## src/rtl/core/gtp_pkg.sv

```systemverilog
// shared types, constants and glyph rom for the page framebuffer text renderer
package gtp_pkg;

    localparam int ADVANCE_X   = 6;
    localparam int LINE_STEP   = 10;
    localparam int ROW_LIMIT   = 255;
    localparam int QUEUE_DEPTH = 4;
    localparam int GLYPH_COLS  = 5;
    localparam int SLOT_COUNT  = 2 * GLYPH_COLS;

    localparam logic [7:0] CHAR_END     = 8'h00;
    localparam logic [7:0] CHAR_NEWLINE = 8'h0A;

    typedef logic [GLYPH_COLS-1:0][7:0] t_glyph;

    typedef struct packed {
        logic              draw;
        t_glyph            glyph;
        logic signed [9:0] cx;
        logic signed [9:0] cy;
    } t_cmd;

    function automatic t_glyph cols5(input logic [7:0] a, input logic [7:0] b,
                                     input logic [7:0] c, input logic [7:0] d,
                                     input logic [7:0] e);
        return {e, d, c, b, a};
    endfunction

    function automatic t_glyph glyph_lookup(input logic [7:0] ch_in);
        logic [7:0] ch;
        t_glyph     g;
        ch = ch_in;
        if (ch >= 8'h61 && ch <= 8'h7A) begin
            ch = ch - 8'd32;
        end
        unique case (ch)
            8'h41: g = cols5(8'h7E, 8'h11, 8'h11, 8'h11, 8'h7E);
            8'h42: g = cols5(8'h7F, 8'h49, 8'h49, 8'h49, 8'h36);
            8'h43: g = cols5(8'h3E, 8'h41, 8'h41, 8'h41, 8'h22);
            8'h44: g = cols5(8'h7F, 8'h41, 8'h41, 8'h22, 8'h1C);
            8'h45: g = cols5(8'h7F, 8'h49, 8'h49, 8'h49, 8'h41);
            8'h46: g = cols5(8'h7F, 8'h09, 8'h09, 8'h09, 8'h01);
            8'h47: g = cols5(8'h3E, 8'h41, 8'h49, 8'h49, 8'h3A);
            8'h48: g = cols5(8'h7F, 8'h08, 8'h08, 8'h08, 8'h7F);
            8'h49: g = cols5(8'h41, 8'h41, 8'h7F, 8'h41, 8'h41);
            8'h4A: g = cols5(8'h20, 8'h40, 8'h41, 8'h3F, 8'h01);
            8'h4B: g = cols5(8'h7F, 8'h08, 8'h14, 8'h22, 8'h41);
            8'h4C: g = cols5(8'h7F, 8'h40, 8'h40, 8'h40, 8'h40);
            8'h4D: g = cols5(8'h7F, 8'h02, 8'h0C, 8'h02, 8'h7F);
            8'h4E: g = cols5(8'h7F, 8'h04, 8'h08, 8'h10, 8'h7F);
            8'h4F: g = cols5(8'h3E, 8'h41, 8'h41, 8'h41, 8'h3E);
            8'h50: g = cols5(8'h7F, 8'h09, 8'h09, 8'h09, 8'h06);
            8'h51: g = cols5(8'h3E, 8'h41, 8'h51, 8'h21, 8'h5E);
            8'h52: g = cols5(8'h7F, 8'h09, 8'h19, 8'h29, 8'h46);
            8'h53: g = cols5(8'h46, 8'h49, 8'h49, 8'h49, 8'h31);
            8'h54: g = cols5(8'h01, 8'h01, 8'h7F, 8'h01, 8'h01);
            8'h55: g = cols5(8'h3F, 8'h40, 8'h40, 8'h40, 8'h3F);
            8'h56: g = cols5(8'h1F, 8'h20, 8'h40, 8'h20, 8'h1F);
            8'h57: g = cols5(8'h7F, 8'h20, 8'h18, 8'h20, 8'h7F);
            8'h58: g = cols5(8'h63, 8'h14, 8'h08, 8'h14, 8'h63);
            8'h59: g = cols5(8'h03, 8'h04, 8'h78, 8'h04, 8'h03);
            8'h5A: g = cols5(8'h61, 8'h51, 8'h49, 8'h45, 8'h43);
            8'h30: g = cols5(8'h3E, 8'h45, 8'h49, 8'h51, 8'h3E);
            8'h31: g = cols5(8'h00, 8'h21, 8'h7F, 8'h01, 8'h00);
            8'h32: g = cols5(8'h23, 8'h45, 8'h49, 8'h51, 8'h21);
            8'h33: g = cols5(8'h42, 8'h41, 8'h51, 8'h69, 8'h46);
            8'h34: g = cols5(8'h18, 8'h28, 8'h48, 8'h7F, 8'h08);
            8'h35: g = cols5(8'h72, 8'h51, 8'h51, 8'h51, 8'h4E);
            8'h36: g = cols5(8'h1E, 8'h29, 8'h49, 8'h49, 8'h06);
            8'h37: g = cols5(8'h40, 8'h47, 8'h48, 8'h50, 8'h60);
            8'h38: g = cols5(8'h36, 8'h49, 8'h49, 8'h49, 8'h36);
            8'h39: g = cols5(8'h30, 8'h49, 8'h49, 8'h4A, 8'h3C);
            8'h5F: g = cols5(8'h80, 8'h80, 8'h80, 8'h80, 8'h80);
            8'h2D: g = cols5(8'h08, 8'h08, 8'h08, 8'h08, 8'h08);
            8'h2E: g = cols5(8'h00, 8'h60, 8'h60, 8'h00, 8'h00);
            8'h3A: g = cols5(8'h00, 8'h36, 8'h36, 8'h00, 8'h00);
            8'h2F: g = cols5(8'h03, 8'h0C, 8'h10, 8'h60, 8'h80);
            8'h20: g = cols5(8'h00, 8'h00, 8'h00, 8'h00, 8'h00);
            default: g = cols5(8'h7F, 8'h41, 8'h41, 8'h41, 8'h7F);
        endcase
        return g;
    endfunction

endpackage

```

## src/rtl/core/gtp_queue.sv

```systemverilog
// short command queue between front and back end
module gtp_queue (
    input  logic          i_clk,
    input  logic          i_rst_n,
    input  logic          i_push,
    input  gtp_pkg::t_cmd i_data,
    input  logic          i_pop,
    output gtp_pkg::t_cmd o_data,
    output logic          o_full,
    output logic          o_empty
);
    import gtp_pkg::*;

    localparam int PTR_W = (QUEUE_DEPTH > 1) ? $clog2(QUEUE_DEPTH) : 1;
    localparam int CNT_W = $clog2(QUEUE_DEPTH + 1);

    t_cmd             r_mem [QUEUE_DEPTH];
    logic [PTR_W-1:0] r_wr, r_rd;
    logic [CNT_W-1:0] r_count;
    logic             do_push, do_pop;

    assign o_full  = (r_count == CNT_W'(QUEUE_DEPTH));
    assign o_empty = (r_count == '0);
    assign o_data  = r_mem[r_rd];
    assign do_push = i_push && !o_full;
    assign do_pop  = i_pop && !o_empty;

    always_ff @(posedge i_clk) begin
        if (do_push) begin
            r_mem[r_wr] <= i_data;
        end
    end

    always_ff @(posedge i_clk) begin
        if (!i_rst_n) begin
            r_wr    <= '0;
            r_rd    <= '0;
            r_count <= '0;
        end else begin
            if (do_push) begin
                r_wr <= (r_wr == PTR_W'(QUEUE_DEPTH - 1)) ? '0 : r_wr + 1'b1;
            end
            if (do_pop) begin
                r_rd <= (r_rd == PTR_W'(QUEUE_DEPTH - 1)) ? '0 : r_rd + 1'b1;
            end
            if (do_push && !do_pop) begin
                r_count <= r_count + 1'b1;
            end else if (do_pop && !do_push) begin
                r_count <= r_count - 1'b1;
            end
        end
    end

endmodule

```

## config.mk

```make
export PLATFORM = sky130hd
export DESIGN_NAME = gtp_queue
export DESIGN_NICKNAME = d
export VERILOG_FILES = /design/src/rtl/core/gtp_pkg.sv /design/src/rtl/core/gtp_queue.sv
export SDC_FILE = /design/constraint.sdc
export NUM_CORES = 1
export LEC_CHECK = 0
export BUFFER_PORTS_ARGS = -buffer_cell sky130_fd_sc_hd__buf_2
export CORE_ASPECT_RATIO = 0.7
export CORE_UTILIZATION = 40
export DETAILED_ROUTE_END_ITERATION = 10
export PLACE_DENSITY_LB_ADDON = 0.08
export SLEW_MARGIN = 30
export SYNTH_ARGS = -nofsm -noshare
export SYNTH_HDL_FRONTEND = slang
export SYNTH_SLANG_ARGS = --single-unit
```

## constraint.sdc

```tcl
create_clock -name i_clk -period 3.2 [get_ports i_clk]
set_input_delay 0.32 -clock i_clk [delete_from_list [all_inputs] [get_ports i_clk]]
set_output_delay 0.32 -clock i_clk [all_outputs]
set_load 0.02 [all_outputs]
```

# Word-level counts from Yosys, hierarchy flattened
# Memories as Yosys holds them, arrays and structs flattened. A register that Yosys moved wholly into a read port is not among the register bits.
# Cells that the tools add are included.
[classes]
reduce_logical = 10
n_mux = 8
n_addsub = 4
n_eq_ne = 3
[op_table]
columns = ["op", "count"]
rows = [
  ["2-bit two-way mux", 4],
  ["3-bit two-way mux", 2],
  ["2-bit by 1-bit adder with 2-bit output, second input constant", 2],
  ["2-bit equality test, second input constant", 2],
  ["1-bit logical AND", 4],
  ["1-bit logical NOT", 4],
  ["3-bit by 1-bit adder with 3-bit output, second input constant", 1],
  ["3-bit equality test, second input constant", 1],
  ["3-bit logical NOT", 1],
  ["3-bit by 1-bit subtractor with 3-bit output, second input constant", 1],
  ["1-bit two-way mux", 2],
  ["2-bit nonzero test", 1],
]
[word_totals]
mem_count = 1
register_bits = 7
input_bits = 65
ram_bits = 244
[memory_table]
columns = ["name", "depth", "word_bits", "read_ports", "rd_clocked_by_memory_dff", "wr", "line_no", "source"]
rows = [
  ["r_mem", 4, 61, 1, 1, 1, "gtp_queue.sv:17", "t_cmd r_mem [QUEUE_DEPTH];"],
]

# Depth between registers and ports, before layout
[depth]
word_depth = 7
depth_mapped = 9
mapped_depth_nobuf = 8

# Worst setup path before layout
# Ideal clock, no wire load.
[synth_timing]
path_type = "flip-flop to flip-flop"
start = "register r_count[0]"
end = "memory r_mem[0][0] (netlist name) (enable)"
t_arrival_ps = 2274
setup_slack_ps = 501
path_stages_with_launch = 5
path_cell_list = "dfxtp_1 -> nor3b_2 -> nor2b_1 -> buf_2 -> and2_1"
[synth_between]
elab_chain_len = 5
[synth_rtl]
columns = ["element", "line_no", "source"]
rows = [
  ["start: declaration", "gtp_queue.sv:19", "logic [CNT_W-1:0] r_count;"],
  ["start signal: assignment", "gtp_queue.sv:47", "r_count <= r_count + 1'b1;"],
  ["start signal: assignment", "gtp_queue.sv:49", "r_count <= r_count - 1'b1;"],
  ["3-bit equality test", "gtp_queue.sv:22", "assign o_full = (r_count == CNT_W'(QUEUE_DEPTH));"],
  ["via o_full", "gtp_queue.sv:9", "output logic o_full,"],
  ["1-bit logical NOT", "gtp_queue.sv:25", "assign do_push = i_push && !o_full;"],
  ["1-bit logical AND", "gtp_queue.sv:25", ""],
  ["via do_push", "gtp_queue.sv:20", "logic do_push, do_pop;"],
  ["1-bit two-way mux", "gtp_queue.sv:29", "if (do_push) begin"],
  ["1-bit two-way mux (implied by the code)", "gtp_queue.sv:30", "r_mem[r_wr] <= i_data;"],
  ["end: declaration", "gtp_queue.sv:17", ""],
]
# The timed path passes the listed nets, and every way through them passes these cells.

==> impl_metrics.json <==
{
  "result_of_the_run": "finished, final reports clean",
  "synthDominantCellAreaShare": 0.784,
  "drc_markers": 0,
  "detailed_place_hpwl_um": 10500,
  "syn_inst": 370,
  "p_leak_nw": 3.72,
  "worst_slew_margin_rel": 0.593,
  "worst_hold_path.endpoint": "r_mem[0][50]",
  "tritoncts": "yes",
  "r2r_start": "r_count[0]",
  "grt_setup_unrepaired": "false",
  "worst_r2r_path_depth": 8,
  "finalWorstPathRequiredPeriod_ns": 2.65,
  "core_area_um2": 22800,
  "worstPathArrival_ns": 2.33,
  "worst_setup_path_start_kind": "flip-flop",
  "routedWlPerCell_um": 20.2,
  "synth_xor_area_frac": 0.00187,
  "hold_buffers": 1,
  "synth_compound_gate_area_share": 0.00321,
  "power.density_nw_per_um2": 815,
  "ir_worst_vdd_uv": 440,
  "post-cts-setup-buffer-count": 0,
  "timing.reg2reg.setup_slack_ns": 0.73,
  "synth_sequential_area_ratio": 0.803,
  "timing_worst_slew_pin_value_ns": 0.606,
  "clock_tree.buffer_depth": 3,
  "synth.cell_area_um2": 9350,
  "first_global_vias": 4599,
  "worstPathRequired_ns": 2.88,
  "die_w_um": 185,
  "die_h_um": 130,
  "numClockSinks": 253,
  "final.hold.worst_slack_ns": 0.0209,
  "clock.fmax_mhz": 378,
  "antenna_left": 0,
  "hold-path-cell-count": 1,
  "place.gp.congestion": 0.699,
  "port-buffer-count": 127,
  "cts.htree.levels": 1,
  "number_of_cts_inserted_buffers": 25,
  "area_growth_pct": 19.1,
  "asyncSetResetFlopFracSynth": 0,
  "critical_path.max_fanout": 22,
  "hold_path.startpoint": "i_data[50]",
  "critPathCaptureType": "output pin",
  "synth_mux_area_frac": 0.151,
  "finClkSkew_ns": 0.00780,
  "synth_simple_gate_area_frac": 0.0115,
  "antenna_found_initial": 3,
  "die_area_um2": 24000,
  "drtIter0Drc": 279,
  "hold_viol": 0,
  "synth_area_per_cell_um2": 25.3,
  "critPathKind": "flip-flop to output pin",
  "cap_viol_max_count": 0,
  "clock_network_latency_to_the_later_pin_of_the_worst_skew_pair_ns": 0.51,
  "clk_transition_reported_paths_ns": 0.06,
  "route.vias.total": 4182,
  "regToRegEndpoint": "r_count[2]",
  "detailedRoute.firstPassIterationCount": 5,
  "post_synth_main_area_contributors": "sky130_fd_sc_hd__edfxtp_1 78%, sky130_fd_sc_hd__mux4_2 14%, sky130_fd_sc_hd__dfxtp_1 1.9%, sky130_fd_sc_hd__buf_12 1.3%, sky130_fd_sc_hd__ha_1 0.80%",
  "cts_root_buf": "sky130_fd_sc_hd__clkbuf_16",
  "timing.final.crit_share": 0.828,
  "route.final.wire_length_um": 17200,
  "final_layout_size_suffix_gt1_frac": 0.438,
  "design.portCount": 128,
  "synth_top_flop_cell": "sky130_fd_sc_hd__edfxtp_1",
  "maximum_number_of_pins_on_one_net_before_global_route_repair": 37,
  "post_synth_num_cell_types": 26,
  "wire_length_of_the_first_global_routing_pass_um": 26200,
  "setup_tns_ns": 0,
  "synth_top_family_by_area": "multiplexers",
  "yosysWarningCount": 0,
  "min_path_type": "input port to flip-flop",
  "synthesis.nets": 442,
  "gr-usage-all-layers": 0.149,
  "drv_slew": 0,
  "yosys.area_share.adder": 0.0102,
  "number_of_nets_in_the_layout": 591,
  "synth_edf_count": 244,
  "gr-total-overflow": 0,
  "final-setup-viol-count": 0,
  "post_drt_via_cell_ratio": 4.93,
  "cts.repair.resized": 0,
  "ys_seq_elements": 253,
  "post-synth-top-area-cell": "sky130_fd_sc_hd__edfxtp_1",
  "initial_core_util": 0.410,
  "fp-row-count": 46
}
[placed cells by master, fill, tap and decap left out]
cell type	instances
sky130_fd_sc_hd__diode_2	3
sky130_fd_sc_hd__mux4_2	60
sky130_fd_sc_hd__nor3_1	1
sky130_fd_sc_hd__buf_12	6
sky130_fd_sc_hd__mux2i_1	3
sky130_fd_sc_hd__bufinv_16	2
sky130_fd_sc_hd__o21ai_0	3
sky130_fd_sc_hd__dlygate4sd3_1	1
sky130_fd_sc_hd__fa_1	1
sky130_fd_sc_hd__clkinv_1	4
sky130_fd_sc_hd__dfxtp_1	7
sky130_fd_sc_hd__and2_1	1
sky130_fd_sc_hd__nand3_1	2
sky130_fd_sc_hd__nand2_1	6
sky130_fd_sc_hd__buf_2	127
sky130_fd_sc_hd__clkbuf_16	25
sky130_fd_sc_hd__or3_1	1
sky130_fd_sc_hd__clkinv_2	3
sky130_fd_sc_hd__inv_1	3
sky130_fd_sc_hd__nor3b_2	1
sky130_fd_sc_hd__o31ai_1	1
sky130_fd_sc_hd__edfxtp_1	244
sky130_fd_sc_hd__nor2b_1	2
sky130_fd_sc_hd__mux4_1	1
sky130_fd_sc_hd__nor2_1	2
sky130_fd_sc_hd__buf_4	4
sky130_fd_sc_hd__and2_4	4
sky130_fd_sc_hd__a21boi_0	1
sky130_fd_sc_hd__xnor2_1	1
sky130_fd_sc_hd__dfxtp_4	2
sky130_fd_sc_hd__xor2_1	1
sky130_fd_sc_hd__clkbuf_1	8
sky130_fd_sc_hd__ha_1	6
[cells in the mapped netlist (all sizes together), types with 2 or more instances]
cell    number
edfxtp     244
mux4        61
buf         15
dfxtp        9
ha           6
nand2        6
and2         5
inv          3
mux2i        3
o21ai        3
nand3        2
nor2         2
nor2b        2
[where the power goes]
part	internal [mW]	leakage [nW]	switching, mW	total (mW)
Sequential	4.04	2.31	0.197	4.23
Combinational	0.940	1.04	1.21	2.15
Clock	1.59	0.364	1.11	2.70
[sequential cells by signal, indices dropped and copies added (netlist names), named ones only]
register	count
r_count	3
r_mem	244
r_rd	2
r_wr	2
[kinds of logic after synthesis]
logic type               Yosys count
buffers and inverters             19
flip-flops                       253
XOR/XNOR                           2
AO/OA/AOI/OAI                      5
AND/OR/NAND/NOR                   20
multiplexers                      64
adder cells (fa/ha/maj)            7
[layout make-up]
| cell class | instances | area, um2 |
|---|---|---|
| Fill cell | 1901 | 11700 |
| Sequential cell | 253 | 7510 |
| Multi-Input combinational cell | 98 | 1670 |
| Timing Repair Buffer | 138 | 796 |
| Clock buffer | 33 | 656 |
| Tap cell | 312 | 390 |
| Clock inverter | 9 | 90.1 |
| Inverter | 3 | 11.3 |
| Antenna cell | 3 | 7.51 |
[metal layers]
| metal | part of all wire | track usage | vias up |
|---|---|---|---|
| met5 | 0.00064 | 0 | - |
| met4 | 0.017 | 0.0355 | 2 |
| met3 | 0.067 | 0.0385 | 28 |
| met2 | 0.47 | 0.244 | 115 |
| met1 | 0.44 | 0.204 | 2164 |
| li1 | - | - | 1873 |
[stage by stage]
stage	total power [mW]	setup slack [ns]	std cells	area, um2	utilization
global route	9.51	0.358	846	11100	0.488
global placement	6.48	0.886	803	10400	0.455
CTS	9.23	0.430	846	11100	0.488
detailed placement	6.52	0.690	803	10400	0.455
finish	9.08	0.551	849	11100	0.488
floorplan	5.85	0.501	370	9350	-
[worst max-delay path, cell delays in order, from the launching register on]
cell,delay (ns)
sky130_fd_sc_hd__dfxtp_4,0.65
sky130_fd_sc_hd__buf_4,0.40
sky130_fd_sc_hd__mux4_2,0.58
sky130_fd_sc_hd__buf_2,0.18
[worst max path at each step]
stage / cells past startpoint / slack [ns] / from / end
CTS: 3 / 0.43 / flip-flop / o_data[27]
global placement: 8 / 0.89 / r_count[0] / r_count[2]
global route: 3 / 0.36 / flip-flop / o_data[34]
floorplan: 4 / 0.50 / r_count[0] / r_mem[0][0]
detailed placement: 8 / 0.69 / r_count[0] / r_count[2]
finish: 3 / 0.55 / flip-flop / o_data[27]
No activity file was read; power rests on OpenSTA's default activity.
