==> src/rtl/core/gtp_pkg.sv <==
// shared types, constants and glyph rom for the page framebuffer text renderer
package gtp_pkg;

    localparam int ADVANCE_X   = 6;
    localparam int LINE_STEP   = 10;
    localparam int ROW_LIMIT   = 255;
    localparam int QUEUE_DEPTH = 4;
    localparam int GLYPH_COLS  = 5;
    localparam int SLOT_COUNT  = 2 * GLYPH_COLS;

    localparam logic [7:0] CHAR_END     = 8'h00;
    localparam logic [7:0] CHAR_NEWLINE = 8'h0A;

    typedef logic [GLYPH_COLS-1:0][7:0] t_glyph;

    typedef struct packed {
        logic              draw;
        t_glyph            glyph;
        logic signed [9:0] cx;
        logic signed [9:0] cy;
    } t_cmd;

    function automatic t_glyph cols5(input logic [7:0] a, input logic [7:0] b,
                                     input logic [7:0] c, input logic [7:0] d,
                                     input logic [7:0] e);
        return {e, d, c, b, a};
    endfunction

    function automatic t_glyph glyph_lookup(input logic [7:0] ch_in);
        logic [7:0] ch;
        t_glyph     g;
        ch = ch_in;
        if (ch >= 8'h61 && ch <= 8'h7A) begin
            ch = ch - 8'd32;
        end
        unique case (ch)
            8'h41: g = cols5(8'h7E, 8'h11, 8'h11, 8'h11, 8'h7E);
            8'h42: g = cols5(8'h7F, 8'h49, 8'h49, 8'h49, 8'h36);
            8'h43: g = cols5(8'h3E, 8'h41, 8'h41, 8'h41, 8'h22);
            8'h44: g = cols5(8'h7F, 8'h41, 8'h41, 8'h22, 8'h1C);
            8'h45: g = cols5(8'h7F, 8'h49, 8'h49, 8'h49, 8'h41);
            8'h46: g = cols5(8'h7F, 8'h09, 8'h09, 8'h09, 8'h01);
            8'h47: g = cols5(8'h3E, 8'h41, 8'h49, 8'h49, 8'h3A);
            8'h48: g = cols5(8'h7F, 8'h08, 8'h08, 8'h08, 8'h7F);
            8'h49: g = cols5(8'h41, 8'h41, 8'h7F, 8'h41, 8'h41);
            8'h4A: g = cols5(8'h20, 8'h40, 8'h41, 8'h3F, 8'h01);
            8'h4B: g = cols5(8'h7F, 8'h08, 8'h14, 8'h22, 8'h41);
            8'h4C: g = cols5(8'h7F, 8'h40, 8'h40, 8'h40, 8'h40);
            8'h4D: g = cols5(8'h7F, 8'h02, 8'h0C, 8'h02, 8'h7F);
            8'h4E: g = cols5(8'h7F, 8'h04, 8'h08, 8'h10, 8'h7F);
            8'h4F: g = cols5(8'h3E, 8'h41, 8'h41, 8'h41, 8'h3E);
            8'h50: g = cols5(8'h7F, 8'h09, 8'h09, 8'h09, 8'h06);
            8'h51: g = cols5(8'h3E, 8'h41, 8'h51, 8'h21, 8'h5E);
            8'h52: g = cols5(8'h7F, 8'h09, 8'h19, 8'h29, 8'h46);
            8'h53: g = cols5(8'h46, 8'h49, 8'h49, 8'h49, 8'h31);
            8'h54: g = cols5(8'h01, 8'h01, 8'h7F, 8'h01, 8'h01);
            8'h55: g = cols5(8'h3F, 8'h40, 8'h40, 8'h40, 8'h3F);
            8'h56: g = cols5(8'h1F, 8'h20, 8'h40, 8'h20, 8'h1F);
            8'h57: g = cols5(8'h7F, 8'h20, 8'h18, 8'h20, 8'h7F);
            8'h58: g = cols5(8'h63, 8'h14, 8'h08, 8'h14, 8'h63);
            8'h59: g = cols5(8'h03, 8'h04, 8'h78, 8'h04, 8'h03);
            8'h5A: g = cols5(8'h61, 8'h51, 8'h49, 8'h45, 8'h43);
            8'h30: g = cols5(8'h3E, 8'h45, 8'h49, 8'h51, 8'h3E);
            8'h31: g = cols5(8'h00, 8'h21, 8'h7F, 8'h01, 8'h00);
            8'h32: g = cols5(8'h23, 8'h45, 8'h49, 8'h51, 8'h21);
            8'h33: g = cols5(8'h42, 8'h41, 8'h51, 8'h69, 8'h46);
            8'h34: g = cols5(8'h18, 8'h28, 8'h48, 8'h7F, 8'h08);
            8'h35: g = cols5(8'h72, 8'h51, 8'h51, 8'h51, 8'h4E);
            8'h36: g = cols5(8'h1E, 8'h29, 8'h49, 8'h49, 8'h06);
            8'h37: g = cols5(8'h40, 8'h47, 8'h48, 8'h50, 8'h60);
            8'h38: g = cols5(8'h36, 8'h49, 8'h49, 8'h49, 8'h36);
            8'h39: g = cols5(8'h30, 8'h49, 8'h49, 8'h4A, 8'h3C);
            8'h5F: g = cols5(8'h80, 8'h80, 8'h80, 8'h80, 8'h80);
            8'h2D: g = cols5(8'h08, 8'h08, 8'h08, 8'h08, 8'h08);
            8'h2E: g = cols5(8'h00, 8'h60, 8'h60, 8'h00, 8'h00);
            8'h3A: g = cols5(8'h00, 8'h36, 8'h36, 8'h00, 8'h00);
            8'h2F: g = cols5(8'h03, 8'h0C, 8'h10, 8'h60, 8'h80);
            8'h20: g = cols5(8'h00, 8'h00, 8'h00, 8'h00, 8'h00);
            default: g = cols5(8'h7F, 8'h41, 8'h41, 8'h41, 8'h7F);
        endcase
        return g;
    endfunction

endpackage

==> src/rtl/core/gtp_back.sv <==
// back end: clips glyph columns into page masks and emits byte writes
module gtp_back #(
    parameter int SCREEN_WIDTH  = 128,
    parameter int SCREEN_HEIGHT = 64
) (
    input  logic          i_clk,
    input  logic          i_rst_n,
    input  gtp_pkg::t_cmd i_cmd,
    input  logic          i_cmd_empty,
    output logic          o_cmd_pop,
    output logic          o_valid,
    input  logic          i_stall,
    output logic [9:0]    o_byte_index,
    output logic [7:0]    o_set_mask,
    output logic          o_last
);
    import gtp_pkg::*;

    localparam int PAGE_COUNT = (SCREEN_HEIGHT + 7) / 8;

    logic                           r_busy;
    logic [SLOT_COUNT-1:0]          r_vec;
    logic [SLOT_COUNT-1:0][7:0]     r_mask;
    logic signed [9:0]              r_cx;
    logic signed [6:0]              r_base;
    logic                           r_out_valid;
    logic [9:0]                     r_out_index;
    logic [7:0]                     r_out_mask;
    logic                           r_out_last;

    logic [SLOT_COUNT-1:0]          ld_vec;
    logic [SLOT_COUNT-1:0][7:0]     ld_mask;
    logic signed [6:0]              ld_base;
    logic signed [10:0]             px;
    logic                           col_ok;
    logic [15:0]                    sh;
    logic signed [7:0]              page;
    logic                           page_ok;
    logic [7:0]                     clip, part;

    logic [3:0]                     sel;
    logic [SLOT_COUNT-1:0]          remain;
    logic                           out_free, emit, emit_last, load;
    logic signed [7:0]              sel_page;
    logic signed [10:0]             sel_px;
    logic [11:0]                    sel_index;

    always_comb begin
        ld_base = i_cmd.cy[9:3];
        ld_vec  = '0;
        ld_mask = '0;
        px      = '0;
        col_ok  = 1'b0;
        sh      = '0;
        page    = '0;
        page_ok = 1'b0;
        clip    = '0;
        part    = '0;
        for (int c = 0; c < GLYPH_COLS; c++) begin
            px     = {i_cmd.cx[9], i_cmd.cx} + 11'(c);
            col_ok = (px >= 0) && (px < 11'(SCREEN_WIDTH));
            sh     = {8'h00, i_cmd.glyph[c]} << i_cmd.cy[2:0];
            for (int h = 0; h < 2; h++) begin
                page    = {ld_base[6], ld_base} + 8'(h);
                page_ok = (page >= 0) && (page < 8'(PAGE_COUNT));
                for (int b = 0; b < 8; b++) begin
                    clip[b] = ({1'b0, page[2:0], 3'(b)} < 7'(SCREEN_HEIGHT));
                end
                part = (h == 1) ? sh[15:8] : sh[7:0];
                if (i_cmd.draw && col_ok && page_ok) begin
                    ld_mask[2*c+h] = part & clip;
                end
                ld_vec[2*c+h] = (ld_mask[2*c+h] != 8'h00);
            end
        end
    end

    always_comb begin
        sel = '0;
        for (int i = SLOT_COUNT - 1; i >= 0; i--) begin
            if (r_vec[i]) begin
                sel = 4'(i);
            end
        end
        remain     = r_vec;
        remain[sel] = 1'b0;
        out_free   = !r_out_valid || !i_stall;
        emit       = r_busy && out_free;
        emit_last  = (remain == '0);
        load       = !i_cmd_empty && (!r_busy || (emit && emit_last));
        sel_page   = {r_base[6], r_base} + 8'(sel[0]);
        sel_px     = {r_cx[9], r_cx} + 11'(sel[3:1]);
        sel_index  = 12'(sel_page[2:0]) * 12'(SCREEN_WIDTH) + 12'(sel_px[7:0]);
    end

    assign o_cmd_pop    = load;
    assign o_valid      = r_out_valid;
    assign o_byte_index = r_out_index;
    assign o_set_mask   = r_out_mask;
    assign o_last       = r_out_last;

    always_ff @(posedge i_clk) begin
        if (load) begin
            r_mask <= ld_mask;
            r_cx   <= i_cmd.cx;
            r_base <= ld_base;
        end
        if (emit) begin
            if (r_vec == '0) begin
                r_out_index <= '0;
                r_out_mask  <= '0;
            end else begin
                r_out_index <= sel_index[9:0];
                r_out_mask  <= r_mask[sel];
            end
            r_out_last <= emit_last;
        end
    end

    always_ff @(posedge i_clk) begin
        if (!i_rst_n) begin
            r_busy      <= 1'b0;
            r_vec       <= '0;
            r_out_valid <= 1'b0;
        end else begin
            if (load) begin
                r_busy <= 1'b1;
                r_vec  <= ld_vec;
            end else if (emit) begin
                r_vec <= remain;
                if (emit_last) begin
                    r_busy <= 1'b0;
                end
            end
            if (emit) begin
                r_out_valid <= 1'b1;
            end else if (out_free) begin
                r_out_valid <= 1'b0;
            end
        end
    end

endmodule
==> config.mk <==
export PLATFORM = sky130hd
export DESIGN_NAME = gtp_back
export DESIGN_NICKNAME = d
export VERILOG_FILES = /design/src/rtl/core/gtp_pkg.sv /design/src/rtl/core/gtp_back.sv
export SDC_FILE = /design/constraint.sdc
export NUM_CORES = 1
export LEC_CHECK = 0
export ABC_AREA = 1
export BUFFER_PORTS_ARGS = -buffer_cell sky130_fd_sc_hd__buf_2
export CORE_AREA = 2 2 175 177
export DETAILED_ROUTE_END_ITERATION = 8
export DIE_AREA = 0 0 177 179
export PLACE_DENSITY = 0.39
export SLEW_MARGIN = 20
export SYNTH_ARGS = -nofsm -noshare
export SYNTH_HDL_FRONTEND = slang
export SYNTH_SLANG_ARGS = --single-unit
==> constraint.sdc <==
create_clock -name i_clk -period 17.65 [get_ports i_clk]
set_clock_uncertainty 0.1 [all_clocks]
set_input_delay 3.53 -clock i_clk [delete_from_list [all_inputs] [get_ports i_clk]]
set_output_delay 3.53 -clock i_clk [all_outputs]
set_load 0.03 [all_outputs]
Word level (Yosys, flattened, before mapping)
Index checks and enable logic that the tools add are counted.
{"block": "op_classes", "n_addsub": 8, "magnitude_cmp": 16, "shift": 5, "n_mux": 31, "bitwise": 2, "n_reduce_logical": 48}
{"cell": "8-bit two-way mux", "count": 11}
{"cell": "8-bit nonzero test", "count": 10}
{"cell": "8-bit by 3-bit left shift with 16-bit output", "count": 5}
{"cell": "11-bit by 1-bit greater-or-equal comparator with 1-bit output (second input constant)", "count": 4}
{"cell": "11-bit by 9-bit less-than comparator with 1-bit output (second input constant)", "count": 4}
{"cell": "4-bit two-way mux", "count": 10}
{"cell": "8-bit binary-select mux with 4-bit select", "count": 1}
{"cell": "1-bit logical AND", "count": 26}
{"cell": "10-bit by 3-bit adder with 11-bit output (second input constant)", "count": 2}
{"cell": "10-bit logical NOT", "count": 2}
{"cell": "10-bit two-way mux", "count": 2}
{"cell": "10-bit by 2-bit adder with 11-bit output (second input constant)", "count": 1}
{"cell": "10-bit by 4-bit adder with 11-bit output (second input constant)", "count": 1}
{"cell": "10-bit by 8-bit adder with 10-bit output", "count": 1}
{"cell": "10-bit bitwise AND", "count": 1}
{"cell": "10-bit by 1-bit greater-or-equal comparator with 1-bit output (second input constant)", "count": 1}
{"cell": "10-bit by 9-bit less-than comparator with 1-bit output (second input constant)", "count": 1}
{"cell": "10-bit NOT", "count": 1}
{"cell": "7-bit by 2-bit adder with 8-bit output (second input constant)", "count": 1}
{"cell": "8-bit by 4-bit adder with 8-bit output", "count": 1}
{"cell": "8-bit by 1-bit greater-or-equal comparator with 1-bit output (second input constant)", "count": 1}
{"cell": "8-bit by 5-bit less-than comparator with 1-bit output (second input constant)", "count": 1}
{"cell": "7-bit by 1-bit greater-or-equal comparator with 1-bit output (second input constant)", "count": 1}
{"cell": "7-bit by 5-bit less-than comparator with 1-bit output (second input constant)", "count": 1}
{"cell": "other kinds (9)", "count": 20}
{"block": "word_totals", "ff_bits": 122, "inputBits": 65, "output_inout_bits": 21, "word_cells": 128}

Logic depth before layout (Yosys ltp)
Gate-level depths: netlist of the first run.
{"block": "depth", "word_depth": 22, "ltp_mapped": 20, "depth_no_buf": 19}

Worst setup path after synthesis of the first run
Ideal clock, no wire load.
{"block": "synth_path", "path_type": "input to output", "from": "input port i_stall", "to": "output port o_cmd_pop", "t_arrival_ps": 8987, "required_ps": 14020, "setup_slack_ps": 5033, "stages": 5, "n_path_buf": 0, "cell_sequence": "nand2_1 > nand2_1 > inv_1 > nand3_2 > a21oi_1"}
{"block": "synth_between", "elab_chain_len": 6}
{"item": "start: declaration", "line": "gtp_back.sv:12", "rtl": "input logic i_stall,"}
{"item": "1-bit logical NOT", "line": "gtp_back.sv:87", "rtl": "out_free = !r_out_valid || !i_stall;"}
{"item": "1-bit logical OR", "line": "gtp_back.sv:87"}
{"item": "1-bit logical AND", "line": "gtp_back.sv:88", "rtl": "emit = r_busy && out_free;"}
{"item": "via emit", "line": "gtp_back.sv:43", "rtl": "logic out_free, emit, emit_last, load;"}
{"item": "1-bit logical AND", "line": "gtp_back.sv:90", "rtl": "load = !i_cmd_empty && (!r_busy || (emit && emit_last));"}
{"item": "1-bit logical OR", "line": "gtp_back.sv:90"}
{"item": "1-bit logical AND", "line": "gtp_back.sv:90"}
{"item": "end: declaration", "line": "gtp_back.sv:10", "rtl": "output logic o_cmd_pop,"}
The timed path passes the listed nets, and every way through them passes these cells.

Worst setup path after layout of the first run
Same ends and word-level chain as after synthesis.

==> impl_metrics.env, run 1 <==
export IMPL_hpwl_um=16940
export IMPL_p_int_mw=0.6117
export IMPL_die_w_um=177
export IMPL_ctsResizeCount=0
export IMPL_io_pins=86
export IMPL_async_reset_ff_share_pct=0
export IMPL_grt_usage_pct=14.11
export IMPL_power_leakage_nw=3.821
export IMPL_synth_top_cell_by_area="edfxtp_1"
export IMPL_vias_per_cell=4.455
export IMPL_die_y_um=179
export IMPL_worstHoldPathType="reg -> reg"
export IMPL_power_share_sequential_pct=38.7
export IMPL_seq_area_mm2=0.003393
export IMPL_core_area_mm2=0.03003
export IMPL_die_area_mm2=0.03168
export IMPL_grt_pass1_vias=5794
export IMPL_worstMarginPinSlew_ns=0.9816
export IMPL_clkLatencyLatePin_ns=0.41
export IMPL_hold_viol=0
export IMPL_grt_pass1_wl_um=33600
export IMPL_clock_path_buffers=2
export IMPL_clk_pin_slew_worst_paths_ns=0.06
export IMPL_cts_hold_buf=0
export IMPL_n_antenna_cell=0
export IMPL_post_route_drc_count=0
export IMPL_synthCells=964
export IMPL_post_drt_wl_per_cell_um=15.15
export IMPL_root_buffer="clkbuf_16"
export IMPL_start_util_pct=24.60
export IMPL_yosys_register_bits=117
export IMPL_tritoncts="built"
export IMPL_drive_above_1_share_pct=15.25
export IMPL_slowest_stage="inv_1"
export IMPL_place_worst_setup_slack_ns=8.045
export IMPL_crit_path_start_kind="input port"
export IMPL_postSynthAreaPerCell_um2=7.662
export IMPL_synth_commonest_cells="256 x nand2_1, 126 x nor2_1, 109 x inv_1"
export IMPL_antenna_found_initial=0
export IMPL_sw_frac_of_total_pct=29.24
export IMPL_drt_wl_total_um=21890
export IMPL_cts_buffers=17
export IMPL_drt_first_pass_iters=5
export IMPL_ir_drop_uv=37.75
export IMPL_synth_fp_nets=1039
export IMPL_clock_power_share_pct=41.8
export IMPL_multi_input_area_mm2=0.003382
export IMPL_fp_row_count=64
export IMPL_grt_max_degree=57
export IMPL_nets=1111
export IMPL_yosysTopAreaCellShare_pct=42.69
export IMPL_area_delta_synth_final_pct=19.13
export IMPL_path_cells="buf_2 -> nand2_1 -> nand2_1 -> inv_1 -> nand3_2 -> a21oi_4 -> buf_4 -> buf_2"
export IMPL_fmax_mhz=105.2
export IMPL_status="finished, final reports clean"
export IMPL_via_count=6438
export IMPL_cp_num_buf_inv=4
export IMPL_fillers=3306
export IMPL_synthTopCellsByArea="edfxtp_1 43%, nand2_1 13%, nor2_1 6.4%, o21ai_0 6.2%, inv_1 5.5%"
export IMPL_end_kind="primary output"
export IMPL_drtIter0Drc=419
export IMPL_gp_congestion=0.7993
export IMPL_fin_ws_ns=8.146
export IMPL_crit_required_ns=14.02
export IMPL_fin_crit_sh_pct=53.85
export IMPL_h_tree_depth=4
export IMPL_p_sw_mw=0.2527
export IMPL_cp_max_fo=32
export IMPL_maxCapViolCount=0
export IMPL_drv_slew=0
export IMPL_post_dp_cell_area_mm2=0.008184
export IMPL_yosysMostFrequentCell="nand2_1"
export IMPL_cp_arrival_ns=5.87
export IMPL_relSlewSlack_pct=34.49
export IMPL_grt_ovfl_total=0
export IMPL_crit_type="in -> out"
export IMPL_pwr_share_comb_pct=19.6
export IMPL_clock_sinks=117
export IMPL_power_density_mw_per_mm2=98.24
export IMPL_synth_main_ff_cell="edfxtp_1"
export IMPL_yosysWarningCount=0
export IMPL_ys_seq_area_share_pct=45.94
export IMPL_setup_viol=0
export IMPL_synthesis_area_mm2=0.007386
export IMPL_rsz0062_at_grt="false"
export IMPL_drtAntennaViolNets=0
export IMPL_fin_crit_ns=9.504
export IMPL_synth_distinct_cells=47
export IMPL_fin_area_mm2=0.008798
export IMPL_synth_edf_count=105
export IMPL_final_setup_tns_ns=0
export IMPL_cp_top_family="buffers and inverters"
export IMPL_post_cts_setup_buffers=0
export IMPL_io_buffers=85
export IMPL_crit_path_max_incr_delay_ns=0.77
## power by group through the flow
stage	clock network, mW	logic (mW)	registers (mW)
global placement	0	0.173	0.341
global route	0.381	0.192	0.336
detailed placement	0	0.173	0.340
CTS	0.368	0.174	0.335
finish	0.361	0.169	0.334
floorplan	0	0.106	0.353
## metal layers
| metal | wire length [µm] | vias up | track usage (%) |
|---|---|---|---|
| li1 | - | 3337 | - |
| met1 | 11400 | 2925 | 21.72 |
| met2 | 9242 | 161 | 20.12 |
| met3 | 967 | 15 | 1.993 |
| met4 | 278 | 0 | 4.201 |
| met5 | 0 | - | 0 |
## tightest hold or removal path, delay by kind of cell (launching register included)
kind,cells,cell delay [ns]
DFF,1,0.30
and+or+nand+nor,1,0.09
AOI/OAI and AO/OA,1,0.07
## final cells by class
type,instances,share of cell area (%)
clock buffer,19,4.920
clock inverter,13,2.062
inverter,121,5.205
multi-input combinational,690,38.44
sequential,117,38.57
tap,396,5.631
timing repair buffer,89,5.176
## stage by stage
stage / util (%) / hold WS, ns / total power [mW] / std cells
3_3_place_gp: 27.25 / 0.4268 / 0.5133 / 1413
5_1_grt: 29.30 / 0.4659 / 0.9083 / 1445
4_1_cts: 29.30 / 0.4314 / 0.8766 / 1445
6_report: 29.30 / 0.4240 / 0.8644 / 1445
2_1_floorplan: - / 0.4250 / 0.4591 / 964
3_5_place_dp: 27.25 / 0.4235 / 0.5134 / 1413
## sequential cells by signal, indices dropped and copies added, names as in the netlist
register / flops
o_valid: 1
o_set_mask: 8
r_busy: 1
o_byte_index: 10
o_last: 1
r_cx: 8
r_base: 3
r_vec: 10
r_mask: 75
## final timing paths
kind,startpoint,to,slack (ns),cells past startpoint
worst max-delay path,i_stall,o_cmd_pop,8.15,8
worst min-delay path,o_valid,o_valid,0.42,2
worst min register to register,o_valid,o_valid,0.42,2
worst max register to register,r_vec[7],o_byte_index[9],13.97,18
## kinds of logic (layout without fill, tap and decap cells)
logic type / count (synthesis) / after routing / share of synthesized area (%)
fa+ha+maj: 10 / 10 / 1.796
compound gates: 175 / 175 / 13.23
xor+xnor: 4 / 4 / 0.4744
buf+inv: 157 / 242 / 8.453
simple gates: 490 / 490 / 28.61
flops: 117 / 117 / 45.94
mux: 11 / 11 / 1.491
## layout by cell type (no fill, tap or decap), types with 5 or more instances in the layout
cell and n:
a221oi_1 7, o21ai_0 92, nor3b_1 5, nor2_2 5, edfxtp_1 105, nor3_1 11
buf_2 85, o21ai_1 6, clkinv_1 5, o211ai_1 6, nor2_1 125, ha_1 9
nand3_1 47, clkbuf_16 17, a21oi_1 41, inv_2 6, dfxtp_1 12, mux2i_1 11
a22o_1 7, nand2_2 7, or2_2 8, nand2_1 256, nand4_1 8, inv_1 109
(Power assumes the default switching activity.)
==> run 2, diff against run 1 <==
- ABC_AREA: 1 -> 0
- CORE_AREA: 2 2 175 177 -> 2 2 172 174
- DIE_AREA: 0 0 177 179 -> 0 0 174 176
- clock period: 17.65 -> 9.31 ns (I/O delays scaled with it)
==> impl_metrics.env, run 2 <==
export IMPL_root_buffer="clkbuf_16"
export IMPL_postSynthAreaPerCell_um2=9.440
export IMPL_worstMarginPinSlew_ns=1.123
export IMPL_yosys_register_bits=117
export IMPL_hold_viol=0
export IMPL_drv_slew=0
export IMPL_cts_buffers=17
export IMPL_top_register="r_mask"
export IMPL_drt_wl_total_um=25290
export IMPL_die_w_um=174
export IMPL_grt_usage_pct=16.64
export IMPL_clk_pin_slew_worst_paths_ns=0.05
export IMPL_nets=896
export IMPL_fp_row_count=62
export IMPL_status="finished, final reports clean"
export IMPL_end_kind="primary output"
export IMPL_h_tree_depth=4
export IMPL_post_cts_setup_buffers=0
export IMPL_n_antenna_cell=0
export IMPL_synthCells=756
export IMPL_yosysMostFrequentCell="nor2_1"
export IMPL_clock_path_buffers=2
export IMPL_synth_commonest_cells="121 x nor2_1, 105 x edfxtp_1, 61 x nand2_1"
export IMPL_clkLatencyLatePin_ns=0.42
export IMPL_mostFrequentLayoutCell="nor2_1"
export IMPL_total_power_mw=1.469
export IMPL_grt_max_degree=88
export IMPL_cp_max_fo=20
export IMPL_grt_pass1_wl_um=38140
export IMPL_ctsResizeCount=0
export IMPL_hpwl_um=18070
export IMPL_synthesis_area_mm2=0.007137
export IMPL_area_delta_synth_final_pct=19.20
export IMPL_drtAntennaViolNets=0
export IMPL_grt_ovfl_total=0
export IMPL_core_area_mm2=0.02855
export IMPL_gp_congestion=0.8234
export IMPL_rsz0062_at_grt="false"
export IMPL_fmax_mhz=175.9
export IMPL_start_util_pct=25.00
export IMPL_synth_fp_nets=831
export IMPL_vias_per_cell=5.140
export IMPL_cp_arrival_ns=3.72
export IMPL_final_setup_tns_ns=0
export IMPL_yosysWarningCount=0
export IMPL_clock_sinks=117
export IMPL_die_y_um=176
export IMPL_synth_top_cell_by_area="edfxtp_1"
export IMPL_fin_area_mm2=0.008507
export IMPL_synth_distinct_cells=66
export IMPL_crit_path_start_kind="input port"
export IMPL_die_area_mm2=0.03062
export IMPL_slowest_stage="o41a_1"
export IMPL_fillers=3102
export IMPL_path_cells="buf_2 -> and2_1 -> or3_1 -> o41a_1 -> clkinv_2 -> buf_2"
export IMPL_synthTopCellsByArea="edfxtp_1 44%, nor2_1 6.4%, mux2i_1 4.9%, a21oi_1 4.1%, dfxtp_1 3.4%"
export IMPL_maxCapViolCount=0
export IMPL_antenna_found_initial=1
export IMPL_cp_num_buf_inv=3
export IMPL_crit_path_max_incr_delay_ns=0.74
export IMPL_grt_pass1_vias=6062
export IMPL_path_common_cell="buf_2"
export IMPL_power_leakage_nw=3.115
export IMPL_async_reset_ff_share_pct=0
export IMPL_crit_type="in -> out"
export IMPL_tritoncts="built"
export IMPL_drt_first_pass_iters=5
export IMPL_cp_top_family="buffers and inverters"
export IMPL_post_dp_cell_area_mm2=0.007915
export IMPL_via_count=6260
export IMPL_yosysTopAreaCellShare_pct=44.18
export IMPL_post_route_drc_count=0
export IMPL_io_pins=86
export IMPL_drive_above_1_share_pct=18.11
export IMPL_final_cell_mix="121 x nor2_1, 105 x edfxtp_1, 85 x buf_2"
export IMPL_worstHoldPathType="reg -> reg"
export IMPL_synth_edf_count=105
export IMPL_setup_viol=0
export IMPL_io_buffers=85
export IMPL_crit_required_ns=7.35
export IMPL_cts_hold_buf=0
export IMPL_ys_seq_area_share_pct=47.55
export IMPL_relSlewSlack_pct=24.32
export IMPL_power_density_mw_per_mm2=172.7
export IMPL_fin_crit_sh_pct=61.07
export IMPL_place_worst_setup_slack_ns=3.618
export IMPL_ir_drop_uv=116.7
export IMPL_fin_ws_ns=3.625
export IMPL_drtIter0Drc=586
export IMPL_fin_crit_ns=5.685
export IMPL_synth_main_ff_cell="edfxtp_1"
export IMPL_largest_register_ffs=75
export IMPL_post_drt_wl_per_cell_um=20.77
-- run 2: cell count changes in the layout (fill, tap and decap cells not counted), sizes merged, moves of 12 or more --
cell   previous run  this run
o21ai            98        47
nor3             13        25
nand3            52        26
mux2              0        12
nor2b             0        13
mux2i            11        35
nand2           265        62
inv             117        14
a21oi            42        59
nor2            134       121
-- run 2: per-layer routing --
metal  track usage (%)  part of all wire (%)  up-vias  wire length (µm)
li1                  -                     -     2984                 -
met5                 0                     0        -                 0
met1             24.28                    48     2996             12150
met4             6.513                   2.4        0               613
met2             24.83                    43      248             10950
met3             2.304                   6.2       32              1580
-- run 2: cell families after synthesis --
kind of cell	share of synthesized area, %
adder cells (fa/ha/maj)	1.999
AO/OA/AOI/OAI	18.06
AND/OR/NAND/NOR	21.18
multiplexers	6.802
buffers and inverters	3.436
XOR/XNOR	0.9818
flip-flops	47.55
-- run 2: final timing paths --
kind | start | end | slack [ns] | cells after the start
max | i_stall | o_cmd_pop | 3.62 | 6
max reg2reg | r_vec[0] | r_mask[58] | 5.44 | 7
min reg2reg | r_vec[8] | r_vec[8] | 0.42 | 2
min | r_vec[8] | r_vec[8] | 0.42 | 2
-- run 2: area by class of cell --
| cell class | instances | area, µm² | share of cell area [%] |
|---|---|---|---|
| Clock inverter | 12 | 155.1 | 1.824 |
| Inverter | 14 | 53.80 | 0.6324 |
| Sequential cell | 117 | 3393 | 39.89 |
| Timing Repair Buffer | 93 | 485.5 | 5.707 |
| Tap cell | 384 | 480.5 | 5.648 |
| Clock buffer | 20 | 436.7 | 5.133 |
| Multi-Input combinational cell | 578 | 3502 | 41.17 |
-- run 2: report_power, final --
part           internal [mW]  switching (mW)
registers              0.600         0.00876
logic                 0.0573           0.127
clock network          0.421           0.255
-- run 2: worst min-delay path, stage by stage (launching register included) --
cell and delay, ns:
dfxtp_1 0.34, nand3_1 0.07, a21oi_1 0.06
-- run 2: stage by stage --
stage	std cells	hold WS, ns	util (%)
2_1_floorplan	756	0.3826	-
3_3_place_gp	1186	0.4069	27.73
3_5_place_dp	1186	0.4124	27.73
4_1_cts	1218	0.4201	29.80
5_1_grt	1218	0.4500	29.80
6_report	1218	0.4156	29.80
